$ cat src/hw/rtl/crc16bs_pkg.sv
// ---------------------------------------------------------------------------
// crc16bs_pkg
// types, constants and the crc step function of the crc16 byte stream
// ---------------------------------------------------------------------------
package crc16bs_pkg;

	localparam int unsigned CRC_W = 24;
	localparam int unsigned OUT_W = 16;

	// 0x01100000 ^ 0x2100 with the bit that falls out the top dropped
	localparam logic [CRC_W-1:0] CRC_POLY       = 24'h102100;
	localparam logic [OUT_W-1:0] CRC_NULL_VALUE = 16'hFFFF;

	typedef enum logic [1:0] {
		OP_DATA   = 2'd0,
		OP_FINISH = 2'd1,
		OP_NULL   = 2'd2
	} op_t;

	// eight shift and conditional xor steps
	function automatic logic [CRC_W-1:0] crc_steps8(input logic [CRC_W-1:0] r);
		logic [CRC_W-1:0] v;
		v = r;
		for (int k = 0; k < 8; k++) begin
			v = {v[CRC_W-2:0], 1'b0} ^ (v[CRC_W-1] ? CRC_POLY : '0);
		end
		return v;
	endfunction

endpackage

$ cat src/hw/rtl/crc16_byte_stream.sv
// ---------------------------------------------------------------------------
// crc16_byte_stream
// augmented crc16 (poly 0x1021) over a byte stream, sign-extended byte merge
// ---------------------------------------------------------------------------
// channel  | handshake              | payload
// byte in  | byte_valid, byte_stall | operation, data_byte, last
// crc out  | crc_valid, crc_stall   | crc_value
//
// one transaction per cycle sustained while crc_stall is low; a result passes
// the input register, two finishing stages and the output register
// the crc register update is a single eight-step xor stage on the input
// register; the sixteen augmenting steps are split over two stages
// arst_n clears all valid flags and the crc register
// every stage holds its own valid, so bytes keep flowing while a result waits
module crc16_byte_stream
	import crc16bs_pkg::*;
(
	input  logic             clk,
	input  logic             arst_n,
	input  logic             byte_valid,
	output logic             byte_stall,
	input  logic [1:0]       operation,
	input  logic [7:0]       data_byte,
	input  logic             last,
	output logic             crc_valid,
	input  logic             crc_stall,
	output logic [OUT_W-1:0] crc_value
);

	logic             valid_s1, valid_s2, valid_s3, crc_valid_q;
	logic [1:0]       operation_s1;
	logic [7:0]       data_byte_s1;
	logic             last_s1;
	logic [CRC_W-1:0] crc_q;
	logic [CRC_W-1:0] fin_s2, fin_s3;
	logic             null_s2, null_s3;
	logic [OUT_W-1:0] crc_value_q;

	logic             out_free, s3_free, s2_free, s1_free;
	logic [CRC_W-1:0] ext, mixed, crc_nxt, fin_nxt, fin_s3_nxt, fin_out;
	logic             res_nxt, null_nxt;

	assign out_free = !crc_valid_q || !crc_stall;
	assign s3_free  = !valid_s3 || out_free;
	assign s2_free  = !valid_s2 || s3_free;
	assign s1_free  = !valid_s1 || s2_free;

	assign byte_stall = !s1_free;
	assign crc_valid  = crc_valid_q;
	assign crc_value  = crc_value_q;

	// merge byte and run the register update
	assign ext   = {{(CRC_W-8){data_byte_s1[7]}}, data_byte_s1};
	assign mixed = crc_steps8(crc_q | ext);

	always_comb begin
		crc_nxt  = crc_q;
		fin_nxt  = mixed;
		res_nxt  = 1'b0;
		null_nxt = 1'b0;
		case (operation_s1)
			OP_DATA: begin
				crc_nxt = last_s1 ? '0 : mixed;
				res_nxt = last_s1;
			end
			OP_FINISH: begin
				crc_nxt = '0;
				fin_nxt = crc_q;
				res_nxt = 1'b1;
			end
			OP_NULL: begin
				crc_nxt  = '0;
				res_nxt  = 1'b1;
				null_nxt = 1'b1;
			end
			default: begin
				crc_nxt = crc_q;
				res_nxt = 1'b0;
			end
		endcase
	end

	assign fin_s3_nxt = crc_steps8(fin_s2);
	assign fin_out    = crc_steps8(fin_s3);

	always_ff @(posedge clk or negedge arst_n) begin
		if (!arst_n) begin
			valid_s1    <= 1'b0;
			valid_s2    <= 1'b0;
			valid_s3    <= 1'b0;
			crc_valid_q <= 1'b0;
			crc_q       <= '0;
		end else begin
			if (s1_free) begin
				valid_s1 <= byte_valid;
			end
			if (valid_s1 && s1_free) begin
				crc_q <= crc_nxt;
			end
			if (s2_free) begin
				valid_s2 <= valid_s1 && res_nxt;
			end
			if (s3_free) begin
				valid_s3 <= valid_s2;
			end
			if (out_free) begin
				crc_valid_q <= valid_s3;
			end
		end
	end

	always_ff @(posedge clk) begin
		if (s1_free && byte_valid) begin
			operation_s1 <= operation;
			data_byte_s1 <= data_byte;
			last_s1      <= last;
		end
		if (s2_free && valid_s1) begin
			fin_s2  <= fin_nxt;
			null_s2 <= null_nxt;
		end
		if (s3_free && valid_s2) begin
			fin_s3  <= fin_s3_nxt;
			null_s3 <= null_s2;
		end
		if (out_free && valid_s3) begin
			crc_value_q <= null_s3 ? CRC_NULL_VALUE : fin_out[CRC_W-1:CRC_W-OUT_W];
		end
	end

endmodule

$ cat config.mk
export PLATFORM = sky130hd
export DESIGN_NAME = crc16_byte_stream
export DESIGN_NICKNAME = d
export VERILOG_FILES = /design/src/hw/rtl/crc16bs_pkg.sv /design/src/hw/rtl/crc16_byte_stream.sv
export SDC_FILE = /design/constraint.sdc
export NUM_CORES = 1
export LEC_CHECK = 0
export BUFFER_PORTS_ARGS = -buffer_cell sky130_fd_sc_hd__buf_2
export CORE_MARGIN = 2
export CORE_UTILIZATION = 45
export DETAILED_ROUTE_END_ITERATION = 12
export GPL_ROUTABILITY_DRIVEN = 0
export PLACE_DENSITY = 0.61
export SETUP_SLACK_MARGIN = 0.1
export SKIP_CTS_REPAIR_TIMING = 1
export SKIP_LAST_GASP = 1
export SLEW_MARGIN = 20
export SYNTH_ARGS = -nofsm -noshare
export SYNTH_HDL_FRONTEND = slang
export SYNTH_SLANG_ARGS = --single-unit
export TNS_END_PERCENT = 30
$ cat constraint.sdc
create_clock -name clk -period 3 [get_ports clk]
set_clock_uncertainty 0.15 [all_clocks]
set_input_delay 0.3 -clock clk [delete_from_list [all_inputs] [get_ports clk]]
set_output_delay 0.3 -clock clk [all_outputs]
set_load 0.01 [all_outputs]
* Yosys cells after proc, flatten, opt, wreduce, memory -nomap -nowiden
Index checks and enable logic that the tools add are counted.
** Cells by class
- Bitwise logic cells :: 25
- Muxes and demuxes :: 29
- Reduce and logical (&&, ||, !) cells :: 20
- Equal/unequal tests :: 2
** Operator list (number)
- $xor A24 B21 Y24 :: 24
- $mux W21 :: 24
- $mux W24 :: 2
- $pmux W24 S2 :: 1
- $or A24 B24 Y24 :: 1
- $logic_and A1 B1 Y1 :: 6
- $logic_not A1 Y1 :: 6
- $logic_or A1 B1 Y1 :: 4
- $eq A2 B1 Y1 const B :: 1
- $eq A2 B2 Y1 const B :: 1
- $logic_not A2 Y1 :: 1
- $pmux W1 S2 :: 1
- $reduce_and A2 Y1 :: 1
- $reduce_bool A2 Y1 :: 1
- $reduce_or A2 Y1 :: 1
- $mux W1 :: 1
** Word-level totals
- Output and inout bits :: 18
- Logic and storage cells :: 89
- Input bits :: 15
- Bits in registers :: 105

* Logic depth before layout (Yosys ltp)
- Depth after elaboration :: 19
- Depth in mapped cells :: 6
- Depth with buffers taken out :: 5

* Worst setup path after synthesis
Ideal clock, no wire load.
- Path type :: register to register
- Start :: reg crc_valid_q (netlist: crc_valid)
- End :: reg crc_value_q[0] (netlist: crc_value[0]), enable pin
- Data required time :: 2436 ps
- Period minus slack after synthesis :: 2226 ps
- Setup time :: 414 ps
- Path buffers :: 0
- Slack :: 774 ps
- Arrival time :: 1663 ps
- Stages on the path, launching flop included :: 2
- Path through :: dfrtp_1 -> a21boi_0
** On the way
- Cells in the longest elaborated chain, start to end :: 3
** RTL lines
- start: declaration :: line crc16_byte_stream.sv:30 : logic valid_s1, valid_s2, valid_s3, crc_valid_q;
- start signal: assignment :: line crc16_byte_stream.sv:107 : crc_valid_q <= valid_s3;
- $logic_not A1 Y1 :: line crc16_byte_stream.sv:43 : assign out_free = !crc_valid_q || !crc_stall;
- $logic_or A1 B1 Y1 :: line crc16_byte_stream.sv:43
- $logic_and A1 B1 Y1 :: line crc16_byte_stream.sv:126 : if (out_free && valid_s3) begin
- end signal: assignment :: line crc16_byte_stream.sv:127 : crc_value_q <= null_s3 ? CRC_NULL_VALUE : fin_out[CRC_W-1:CRC_W-OUT_W];
- end: declaration :: line crc16_byte_stream.sv:37 : logic [OUT_W-1:0] crc_value_q;
No other way between the ends.
A chain may end at the register's enable or synchronous reset.

* Final worst setup path
- Start :: reg operation_s1[1]
- End :: reg fin_s2[18] (data pin)
** On the way
- Cells in the longest elaborated chain, start to end :: 2
** RTL lines
- start: declaration :: line crc16_byte_stream.sv:31 : logic [1:0] operation_s1;
- start signal: assignment :: line crc16_byte_stream.sv:114 : operation_s1 <= operation;
- $eq A2 B1 Y1 :: line crc16_byte_stream.sv:61 : case (operation_s1)
- $mux W24 :: line crc16_byte_stream.sv:61
- via fin_nxt[18] :: line crc16_byte_stream.sv:40 : logic [CRC_W-1:0] ext, mixed, crc_nxt, fin_nxt, fin_s3_nxt, fin_out;
- end signal: assignment :: line crc16_byte_stream.sv:119 : fin_s2 <= fin_nxt;
- end: declaration :: line crc16_byte_stream.sv:35 : logic [CRC_W-1:0] fin_s2, fin_s3;
The timed path passes the listed nets, and every way through them passes these cells.

==> results.yml <==
routing:
  drtAntennaViolNets: 0
  drt_wl_total_um: 5530
  vias: 2070
  via_per_inst: 4.73
  drt_pass1_iterations: 4
  wl_per_cell_um: 12.6
  drtIter0Drc: 61
  drc: 0
yosys:
  synth_area_leader_cell: "edfxtp_1"
  ys_warn_count: 0
  synth_area_mm2: 0.00369
  netlist_instances: 283
  synth-edff-count: 61
  ys.flop_type: "edfxtp_1"
  synthArstFlopShare_pct: 24.7
  synth_area_leaders: "edfxtp_1 (50%), dfrtp_1 (14%), xnor2_1 (7.1%), xor2_1 (4.8%), nand2b_1 (3.9%)"
  ys_seq_elements: 81
  synth.net_count: 302
  postSynthAreaPerCell_um2: 13.0
  yosysTopAreaCellShare_pct: 49.7
  synth_cell_types: 37
  ys_seq_area_share_pct: 63.3
critical_path:
  r2r_slack_ns: 1.11
  crit_arrival_ns: 1.84
  cp_max_fo: 22
  crit_type: "reg2reg"
  r2r-end: "fin_s2[18]"
  worstRegToRegCells: 4
  critPathCaptureType: "flip-flop"
  cp-start-kind: "flip-flop"
  required_ns: 2.95
  rr_startpoint: "operation_s1[1]"
min_path:
  hp-start: "crc_stall"
  hold-path-cell-count: 2
  whs_endpoint: "crc_valid"
  hold_path.class: "in2reg"
clock_network:
  clock-sinks: 81
  clkLatencyLatePin_ns: 0.34
  cts_tree: "done"
  clk_pin_slew_ns: 0.08
  h-tree-depth: 3
  cts-root-buf: "clkbuf_8"
  clk_path_buf_depth: 2
  cts_made_buffers: 9
floorplanning:
  start_util_pct: 45.6
  core_mm2: 0.00809
  dieArea_mm2: 0.00893
  dieHeight_um: 94.5
  die_w_um: 94.5
  io-pin-count: 33
  rows: 33
power_and_ir_drop:
  power_mw: 2.85
  combPwrFrac_pct: 17.6
  p_clk_share_pct: 30.4
  swShare_pct: 26.3
  power_density_mw_per_mm2: 666
  seqPwrFrac_pct: 52.0
  intPower_mw: 2.10
  irDropWorstVdd_v: 0.000330
  power_leakage_nw: 1.67
  switchingPower_mw: 0.750
timing:
  rsz0062_at_grt: "no"
  fmax_mhz: 528
  worst_slew_pin_slew_ns: 0.737
  hold_ws_ns: 0.0747
  final.setup.tns_ns: 0
  min_period_over_period_pct: 63.2
  max_slew_margin_pct: 50.8
  min_period_ns: 1.89
  slew_violations: 0
  final-setup-viol-count: 0
  hold_viol_final: 0
layout:
  drive_gt1_share_pct: 15.9
  postLayoutCellArea_mm2: 0.00428
  fin_nets: 347
  antennaDiodeCount: 0
  area_delta_synth_final_pct: 15.9
  utilization_pct: 52.8
global_routing:
  grt_overflow: 0
  grt_pass1_wl_um: 9300
  grt_max_degree: 23
  grt_pass1_vias: 1945
  antenna_found_initial: 0
  grt_usage_pct: 14.1
job:
  maxCapViolCount: 0
placed_design:
  placed_area_mm2: 0.00393
  hpwl_um: 4000
  portBuffers: 32
outcome:
  status: "finished clean"
-- power groups by stage --
| stage | logic (mW) | clock network [mW] | registers (mW) |
|---|---|---|---|
| detailed placement | 0.496 | 0 | 1.51 |
| global placement | 0.484 | 0 | 1.50 |
| finish | 0.501 | 0.867 | 1.48 |
| global route | 0.568 | 0.934 | 1.50 |
| CTS | 0.497 | 0.884 | 1.48 |
| floorplan | 0.398 | 0 | 1.48 |
-- metrics by stage --
| step | worst slack [ns] | cells |
|---|---|---|
| 4_1_cts | 1.10 | 425 |
| 5_1_grt | 0.922 | 438 |
| 6_report | 1.11 | 438 |
| 3_3_place_gp | 1.15 | 409 |
| 2_1_floorplan | 0.774 | 283 |
| 3_5_place_dp | 1.09 | 409 |
-- kinds of logic (layout without fill, tap and decap cells) --
family          count (synthesis)  after routing  synth area share [%]
fa+ha+maj                       4              4                  1.36
flops                          81             81                  63.3
mux                             6              6                  1.63
buf+inv                        29             79                  3.53
simple gates                   72             72                  10.5
xor+xnor                       51             51                  12.5
compound gates                 40             40                  7.30
-- flip-flops by register name (all words and copies together) (netlist names), 2 cells and up --
| name | count |
|---|---|
| operation_s1 | 2 |
| crc_value | 16 |
| fin_s2 | 16 |
| crc_q | 16 |
| data_byte_s1 | 8 |
| fin_s3 | 16 |
-- cell usage in the layout, fill, tap and decap left out, types with 2 or more instances in the layout --
cell type and count:
o21ai_1 7, mux2i_1 6, o21ai_0 2, xor2_1 20
o21ai_2 2, nand3b_1 4, nand2b_1 23, o21a_1 5
edfxtp_1 61, nor2b_1 3, buf_2 32, dfrtp_1 20
o221a_1 3, or2_1 3, a22o_1 3, nor2_1 9
and2_1 3, ha_1 4, dlygate4sd3_1 13, inv_1 15
buf_4 3, bufinv_16 2, clkbuf_8 9, o22ai_1 5
o31ai_1 3, xnor2_1 30, a21oi_1 8, nand2_1 20
-- critical path, cell delays in order (launching register included) --
cell and delay [ns]:
edfxtp_1 0.42, inv_1 0.10, ha_1 0.60, nor2_1 0.15, a22o_1 0.24
-- routing by layer --
layer | routed length [um] | share of wire (%) | global-route usage (%)
met1 | 2410 | 44 | 16.5
met2 | 2840 | 51 | 24.6
met3 | 186 | 3.4 | 2.87
met4 | 102 | 1.8 | 6.88
met5 | 0 | 0 | 0
-- cell usage after synthesis, types with 6 or more instances --
library cell and instances:
inv_1 15, xor2_1 20, nor2_1 9, dfrtp_1 20
xnor2_1 30, edfxtp_1 61, a21oi_1 8, mux2i_1 6
nand2_1 20, o21ai_1 7, nand2b_1 23, clkbuf_1 6
-- area by class of cell --
class	count	area [um2]
multi-input cells	173	1220
inverters	15	56.3
flip-flops and latches	81	2330
fillers	713	3820
clock buffers	9	124
clock inverters	7	93.8
well taps	105	131
repair buffers	48	313
-- worst max path at each step --
stage,from,to,slack (ns),cells after the start
2_1_floorplan,crc_valid,crc_value[0],0.77,1
3_3_place_gp,operation_s1[1],fin_s2[18],1.15,4
3_5_place_dp,operation_s1[1],fin_s2[18],1.09,4
4_1_cts,operation_s1[1],fin_s2[18],1.10,4
5_1_grt,operation_s1[1],fin_s2[16],0.92,5
6_report,operation_s1[1],fin_s2[18],1.11,4
No activity file was read; power rests on OpenSTA's default activity.
